==> src/rtl/vna_pkg.sv <==
// Shared constants, codes and types of the vertex normal accumulator.
package vna_pkg;

	localparam int MAX_POINTS_DEF = 1024;
	localparam int IDX_W = 10;
	localparam int CRD_W = 16;
	localparam int EDG_W = 17;
	localparam int PRD_W = 34;
	localparam int CRS_W = 35;
	localparam int ACC_W = 48;
	localparam int NRM_W = 16;
	localparam int ML_W = 16;
	localparam int S_DATA_W = 80;
	localparam int M_DATA_W = 64;

	localparam logic signed [NRM_W-1:0] ONE_Q14 = 16'sd16384;

	typedef enum logic [1:0] {
		FUNC_LOAD = 2'd0,
		FUNC_TRI  = 2'd1,
		FUNC_READ = 2'd2
	} func_t;

	typedef struct packed {
		logic signed [NRM_W-1:0] nx;
		logic signed [NRM_W-1:0] ny;
		logic signed [NRM_W-1:0] nz;
		logic                    fallback;
	} nrm_res_t;

	localparam nrm_res_t FALLBACK = '{nx: '0, ny: ONE_Q14, nz: '0, fallback: 1'b1};

endpackage

==> src/rtl/vna_norm.sv <==
// Normalisation unit: threshold test, scaling, square root and division of one accumulator.
module vna_norm (
	input  logic                                clk,
	input  logic                                arst_n,
	input  logic                                start,
	input  logic [3*vna_pkg::ACC_W-1:0]         acc,
	input  logic [vna_pkg::ML_W-1:0]            min_len,
	output logic                                done,
	output vna_pkg::nrm_res_t                   res
);
	import vna_pkg::*;

	typedef enum logic [7:0] {
		N_IDLE  = 8'b00000001,
		N_MAX   = 8'b00000010,
		N_THR   = 8'b00000100,
		N_SHIFT = 8'b00001000,
		N_SUMSQ = 8'b00010000,
		N_SQRT  = 8'b00100000,
		N_DSET  = 8'b01000000,
		N_DIV   = 8'b10000000
	} nstate_t;

	nstate_t          state_q;
	logic [ACC_W-1:0] m_q [3];
	logic [2:0]       neg_q;
	logic [2:0]       k_q;
	logic [63:0]      prod_q;
	logic [63:0]      sum_q;
	logic [63:0]      s_q;
	logic [63:0]      r_q;
	logic [4:0]       j_q;
	logic [46:0]      rem_q;
	logic [45:0]      d_q;
	logic [14:0]      q_q;
	logic [3:0]       i_q;
	logic [1:0]       c_q;
	nrm_res_t         res_q;
	logic             done_q;

	logic [ACC_W-1:0] mx;
	logic [31:0]      mul_op;
	logic [63:0]      sq_bit;
	logic [63:0]      sq_trial;
	logic             q_bit;
	logic [14:0]      q_fin;
	logic [14:0]      q_clip;
	logic [NRM_W-1:0] q_signed;
	logic [ACC_W-1:0] acc_comp [3];
	logic [ACC_W-1:0] mag [3];

	always_comb begin
		for (int i = 0; i < 3; i++) begin
			acc_comp[i] = acc[i*ACC_W +: ACC_W];
			mag[i] = acc_comp[i][ACC_W-1] ? (~acc_comp[i] + ACC_W'(1)) : acc_comp[i];
		end
		mx = m_q[0];
		if (m_q[1] > mx) mx = m_q[1];
		if (m_q[2] > mx) mx = m_q[2];
		mul_op = (k_q == 3'd3) ? 32'(min_len) : m_q[k_q[1:0]][31:0];
		sq_bit = 64'(1) << {j_q, 1'b0};
		sq_trial = r_q + sq_bit;
		q_bit = (rem_q >= 47'(d_q));
		q_fin = {q_q[13:0], q_bit};
		q_clip = (q_fin > 15'(ONE_Q14)) ? 15'(ONE_Q14) : q_fin;
		q_signed = neg_q[c_q] ? (NRM_W'(0) - NRM_W'(q_clip)) : NRM_W'(q_clip);
	end

	always_ff @(posedge clk or negedge arst_n) begin
		if (!arst_n) begin
			state_q <= N_IDLE;
			m_q <= '{default: '0};
			neg_q <= '0;
			k_q <= '0;
			prod_q <= '0;
			sum_q <= '0;
			s_q <= '0;
			r_q <= '0;
			j_q <= '0;
			rem_q <= '0;
			d_q <= '0;
			q_q <= '0;
			i_q <= '0;
			c_q <= '0;
			res_q <= FALLBACK;
			done_q <= 1'b0;
		end else begin
			done_q <= 1'b0;
			prod_q <= 64'(mul_op) * 64'(mul_op);
			unique case (state_q)
				N_IDLE: begin
					if (start) begin
						for (int i = 0; i < 3; i++) begin
							m_q[i] <= mag[i];
							neg_q[i] <= acc_comp[i][ACC_W-1];
						end
						res_q.fallback <= 1'b0;
						state_q <= N_MAX;
					end
				end
				N_MAX: begin
					k_q <= '0;
					sum_q <= '0;
					if (mx == '0) begin
						res_q <= FALLBACK;
						done_q <= 1'b1;
						state_q <= N_IDLE;
					end else if (mx[ACC_W-1:16] == '0) begin
						state_q <= N_THR;
					end else begin
						state_q <= N_SHIFT;
					end
				end
				N_THR: begin
					k_q <= k_q + 3'd1;
					if (k_q != 3'd0 && k_q != 3'd4) sum_q <= sum_q + prod_q;
					if (k_q == 3'd4) begin
						if (sum_q < prod_q) begin
							res_q <= FALLBACK;
							done_q <= 1'b1;
							state_q <= N_IDLE;
						end else begin
							state_q <= N_SHIFT;
						end
					end
				end
				N_SHIFT: begin
					k_q <= '0;
					sum_q <= '0;
					if (mx[ACC_W-1:31] != '0) begin
						for (int i = 0; i < 3; i++) m_q[i] <= m_q[i] >> 1;
					end else if (!mx[30]) begin
						for (int i = 0; i < 3; i++) m_q[i] <= m_q[i] << 1;
					end else begin
						state_q <= N_SUMSQ;
					end
				end
				N_SUMSQ: begin
					k_q <= k_q + 3'd1;
					if (k_q == 3'd1 || k_q == 3'd2) sum_q <= sum_q + prod_q;
					if (k_q == 3'd3) begin
						s_q <= sum_q + prod_q;
						r_q <= '0;
						j_q <= 5'd31;
						state_q <= N_SQRT;
					end
				end
				N_SQRT: begin
					if (s_q >= sq_trial) begin
						s_q <= s_q - sq_trial;
						r_q <= (r_q >> 1) + sq_bit;
					end else begin
						r_q <= r_q >> 1;
					end
					j_q <= j_q - 5'd1;
					if (j_q == '0) begin
						c_q <= '0;
						state_q <= N_DSET;
					end
				end
				N_DSET: begin
					rem_q <= 47'({m_q[c_q][30:0], 14'd0}) + 47'(r_q[31:1]);
					d_q <= {r_q[31:0], 14'd0};
					q_q <= '0;
					i_q <= 4'd14;
					state_q <= N_DIV;
				end
				N_DIV: begin
					if (q_bit) rem_q <= rem_q - 47'(d_q);
					q_q <= q_fin;
					d_q <= d_q >> 1;
					i_q <= i_q - 4'd1;
					if (i_q == '0) begin
						unique case (c_q)
							2'd0:    res_q.nx <= q_signed;
							2'd1:    res_q.ny <= q_signed;
							default: res_q.nz <= q_signed;
						endcase
						if (c_q == 2'd2) begin
							done_q <= 1'b1;
							state_q <= N_IDLE;
						end else begin
							c_q <= c_q + 2'd1;
							state_q <= N_DSET;
						end
					end
				end
				default: state_q <= N_IDLE;
			endcase
		end
	end

	assign done = done_q;
	assign res = res_q;

endmodule

==> config.mk <==
export PLATFORM = sky130hd
export DESIGN_NAME = vna_norm
export DESIGN_NICKNAME = d
export VERILOG_FILES = /design/src/rtl/vna_pkg.sv /design/src/rtl/vna_norm.sv
export SDC_FILE = /design/constraint.sdc
export NUM_CORES = 2
export LEC_CHECK = 0
export ABC_AREA = 1
export BUFFER_PORTS_ARGS = -buffer_cell sky130_fd_sc_hd__buf_4
export CORE_MARGIN = 2
export CORE_UTILIZATION = 60
export DETAILED_ROUTE_END_ITERATION = 8
export GPL_ROUTABILITY_DRIVEN = 0
export PLACE_DENSITY_LB_ADDON = 0.12
export SLEW_MARGIN = 0
export SYNTH_ARGS = -nofsm -noshare
export SYNTH_HDL_FRONTEND = slang
export SYNTH_SLANG_ARGS = --single-unit
==> constraint.sdc <==
create_clock -name clk -period 12.25 [get_ports clk]
set_clock_uncertainty 0.2 [all_clocks]
set_input_delay 2.45 -clock clk [delete_from_list [all_inputs] [get_ports clk]]
set_output_delay 2.45 -clock clk [all_outputs]
set_load 0.01 [all_outputs]
## After elaboration in Yosys (flattened, before gate mapping)

Index checks and enable logic that the tools add are counted.

| storage, ports and cells | value |
|---|---|
| bits in registers | 582 |
| bits of input ports | 163 |
| output and inout port bits | 50 |
| logic and storage cells | 185 |

| operators by class | value |
|---|---|
| $add $sub $neg | 14 |
| multipliers | 1 |
| $lt $le $gt $ge | 9 |
| equal/unequal tests | 33 |
| shift-type cells | 1 |
| mux-type cells | 69 |
| bitwise gates (word level) | 5 |
| reductions and logical operators | 32 |

Operators by type and width:

| cell | count |
|---|---|
| $mux W144 | 3 |
| $mux W64 | 6 |
| $mux W48 | 6 |
| $pmux W144 S2 | 1 |
| $pmux W64 S2 | 2 |
| $bmux W48 S2 | 2 |
| $pmux W64 S3 | 1 |
| $mux W49 | 3 |
| $add A48 B1 Y48 const B | 3 |
| $not A48 Y48 | 3 |
| $pmux W48 S3 | 1 |
| $add A64 B64 Y64 | 2 |
| $gt A48 B48 Y1 | 2 |
| $mux W32 | 3 |
| $pmux W47 S2 | 1 |
| $pmux W46 S2 | 1 |
| $add A63 B64 Y64 | 1 |
| $ge A64 B64 Y1 | 1 |
| $lt A64 B64 Y1 | 1 |
| $mul A32 B32 Y64 | 1 |
| $mux W16 | 4 |
| $mux W8 | 8 |
| $pmux W8 S8 | 1 |
| $shl A1 B6 Y64 const A | 1 |
| 61 further kinds | 106 |

## Depth between registers and ports, before layout

| depth | value |
|---|---|
| word-level depth | 8 |
| gate-level depth with buffers | 44 |

## Worst setup path before layout

No wires, ideal clock.

| timing | value |
|---|---|
| kind | input to register |
| start | in min_len[3] (netlist bit) |
| end | reg prod_q[44] |
| setup time | 0.080 ns |
| data arrival time | 9.252 ns |
| required time | 11.970 ns |
| slack | 2.718 ns |
| stages | 27 |
| path buffers | 1 |
| cell sequence | o22ai_1 -> clkbuf_1 -> clkinv_1 -> nand2_1 -> fa_1 -> fa_1 -> inv_1 -> fa_1 -> inv_1 -> fa_1 -> inv_1 -> fa_1 -> fa_1 -> fa_1 -> fa_1 -> ha_1 -> a21oi_1 -> inv_1 -> a21oi_1 -> o21a_1 -> nand2_1 -> a21oi_1 -> inv_1 -> a211oi_1 -> o21ai_0 -> a31oi_1 -> xnor2_1 |

| between the ends | value |
|---|---|
| longest elaborated chain between the ends | 2 |

RTL lines:

| what | line | source |
|---|---|---|
| start, declared | vna_norm.sv:7 | `input logic [vna_pkg::ML_W-1:0] min_len,` |
| $mux W32 | vna_norm.sv:60 | `mul_op = (k_q == 3'd3) ? 32'(min_len) : m_q[k_q[1:0]][31:0];` |
| $mul A32 B32 Y64 | vna_norm.sv:89 | `prod_q <= 64'(mul_op) * 64'(mul_op);` |
| end signal, assigned | vna_norm.sv:89 |  |
| end, declared | vna_norm.sv:28 | `logic [63:0] prod_q;` |

No other way between the ends.
A chain may end at the register's enable or synchronous reset.

## Worst setup path in the final report

| timing | value |
|---|---|
| start | reg k_q[1] |
| end | reg prod_q[58] |

| between the ends | value |
|---|---|
| longest elaborated chain between the ends | 6 |

RTL lines:

| what | line | source |
|---|---|---|
| start, declared | vna_norm.sv:27 | `logic [2:0] k_q;` |
| start signal, assigned | vna_norm.sv:115 | `k_q <= k_q + 3'd1;` |
| start signal, assigned | vna_norm.sv:139 | `k_q <= k_q + 3'd1;` |
| $not A2 Y3 (implied by the code) | vna_norm.sv:60 |  |
| $bmux W48 S2 | vna_norm.sv:60 |  |
| $mux W32 (implied by the code) (2 in a row) | vna_norm.sv:60 |  |
| $mux W32 (*) | vna_norm.sv:60 |  |
| $mul A32 B32 Y64 (*) | vna_norm.sv:89 |  |

Mark *: on every way between the ends. The rest lies on a longest branch, timed or not. The select of a mux whose other input is x is not followed.

==> impl_results.md <==
- Top FF cell, synth: dfrtp_1
- H-tree Lvls: 3
- WHS Path Cells: 2
- Delay-heaviest family, CP: adder cells
- CP Buf/Inv Count: 9
- Post-synth net total: 13530
- RSZ-0062 raised after global routing: false
- Clock buffer count from CTS: 73
- Synth top area share: 0.1906
- Worst Tran Pin Value: 1432 ps
- Die X: 377.1 um
- Largest net degree at the start of global routing: 161
- Fin area: 0.08933 mm^2
- Root Buffer: clkbuf_16
- Tmin final: 10810 ps
- Initial DRC count: 10620
- CP peak stage delay: 970 ps
- Worst-path maximum fanout: 19
- Detail Placement HPWL: 230600 um
- DP Worst Slack: 1342 ps
- Syn_area_per_cell: 7.045 um^2
- Antenna viol nets, final: 0
- Row cnt: 136
- Clk sink count: 581
- Core Area: 0.1378 mm^2
- Most common cell after layout, fill and taps aside: inv_1
- Die height: 377.1 um
- Vias in the first global route: 80750
- Library cells used by synthesis: 64
- Post-synth EDFFs: 0
- Port bufs: 212
- DR DRC count: 0
- Hold Crit Class: reg -> reg
- Clock Path Buffers: 3
- Flops & latches, synth: 581
- WP data arrival: 11220 ps
- Status: complete, no violations
- Layout cells sized above 1: 0.04325
- Top post-synthesis cells by area: fa_1 (19%), dfrtp_1 (17%), ha_1 (11%), inv_1 (10%), nand2_1 (9.8%)
- Max Cap Viol: 0
- Area of the multi-input gates: 0.05918 mm^2
- CTS resizes: 0
- CP endpoint kind: flip-flop
- Num ports: 213
- First-pass GRT wire length: 451900 um
- Fin worst setup slack: 1438 ps
- Final cell count without fillers: 13760
- Initial antenna violation count: 16
- Final setup fails: 0
- Worst Setup Start Kind: flip-flop
- WL/cell: 21.08 um
- Count of final hold-check violations: 0
- Sequential cell area: 0.01454 mm^2
- Total negative setup slack: 0 ps
- Achievable frequency: 92.49 MHz
- Final #Nets: 13580
- Tcrit/Tclk final: 0.8826
- CP required: 12660 ps
- Via density: 6.049
- Fillers: 12370
- Clk_lat worst skew: 700 ps
- WP depth: 34
- GRT Overall Usage: 0.4060
- Placed cells: 13620
- Layout area overhead: 6.976%
- Syn Inst Count: 11850
- Clock slew at reported path FFs: 60 ps
- Post-Syn Area: 0.08351 mm^2
- Most frequent cells in the layout: inv_1 (2241), nand2_1 (2173), nor2_1 (1513)
- Post-DP Area: 0.08692 mm^2
- Total overflow reported by the global router: 0
- Sequential fraction of the synthesis area: 0.1741
- Critical path type: reg -> reg
- Area leader, netlist: fa_1
- Critical Path Most Common Cell: fa_1
- Synth Warn #: 0
- R2R cell count: 34
- WL final: 290100 um
- # hold bufs at CTS: 0
- Starting Density: 0.6059
- Die ar.: 0.1422 mm^2
- Crit-path slowest cell: clkinv_1
- Post-CTS setup buffer count: 0
- Max_slew headroom: 0.03545
- Vias: 83230
- Slew Viols, Final: 0
- CTS tree: yes
- Async S/R FF share, synth: 1.000
- TritonRoute pass-1 iters: 9
-- layer usage --
metal / up-vias / part of all wire / GRT usage / wire [um]
li1: 37840 / - / - / -
met5: - / 0.00035 / 0 / 102
met4: 16 / 0.058 / 0.1982 / 16960
met3: 923 / 0.12 / 0.1042 / 36240
met1: 39370 / 0.39 / 0.5461 / 114400
met2: 5075 / 0.42 / 0.6090 / 122300
-- final cells by class --
cell class | instances | area share
clock inverters | 23 | 0.003473
multi-input cells | 8658 | 0.6625
repair buffers | 319 | 0.02717
flip-flops and latches | 581 | 0.1628
inverters | 2270 | 0.09544
diodes | 10 | 0.0002801
clock buffers | 104 | 0.02322
well taps | 1794 | 0.02513
-- worst min-delay path, delay by kind of cell, from the launching register on --
kind / cells / cell delay [ps]
DFF: 1 / 340
and+or+nand+nor: 2 / 110
-- logic make-up after synthesis --
family | Yosys count | synth area share
xor+xnor | 306 | 0.03209
mux | 3 | 0.0003596
flops | 581 | 0.1741
compound gates | 2238 | 0.1511
simple gates | 4596 | 0.2247
fa+ha+maj | 1515 | 0.2985
buf+inv | 2614 | 0.1191
-- synth_stat cells (all sizes together), types with 10 or more instances --
cell type	instances
ha	720
a21oi	909
nand4	59
o2111ai	10
nor2	1520
o21a	54
a21o	63
o221ai	39
xnor2	113
o22ai	87
nor4	78
o21ai	737
nor3	198
nand2	2182
xor2	193
inv	2248
nand3b	15
a211oi	13
fa	795
a31oi	104
clkbuf	241
nand3	484
a22o	25
buf	103
clkinv	22
o21bai	38
and3	21
or2	26
o31ai	18
a221oi	11
o211ai	73
a22oi	20
dfrtp	578
-- metrics by stage --
stage               hold slack [ps]    util
CTS                           280.5  0.6480
global placement              260.7  0.6307
finish                        279.4  0.6481
floorplan                     248.3       -
detailed placement            264.6  0.6307
global route                  285.8  0.6481
-- registers in the layout (all words and copies together) (netlist names), 5 cells and up --
register	cells
d_q	46
q_q	14
rem_q	47
s_q	64
res	49
state_q	8
m_q	144
sum_q	64
j_q	5
r_q	64
prod_q	63
-- path summary, 6_finish.rpt --
check / start / endpoint / slack, ps
setup / recovery: k_q[1]$_DFFE_PN0P_ / prod_q[58]$_DFF_PN0_ / 1440
hold / removal: m_q[131]$_DFFE_PN0P_ / m_q[131]$_DFFE_PN0P_ / 280
setup reg to reg: k_q[1]$_DFFE_PN0P_ / prod_q[58]$_DFF_PN0_ / 1440
hold reg to reg: m_q[131]$_DFFE_PN0P_ / m_q[131]$_DFFE_PN0P_ / 280
max in group asynchronous: arst_n / m_q[77]$_DFFE_PN0P_ / 7970
min in group asynchronous: arst_n / rem_q[6]$_DFFE_PN0P_ / 1550
Power is left out: the tool's default activity adds up to more than one toggle a clock period on the data nets, which glitch-free logic cannot reach.
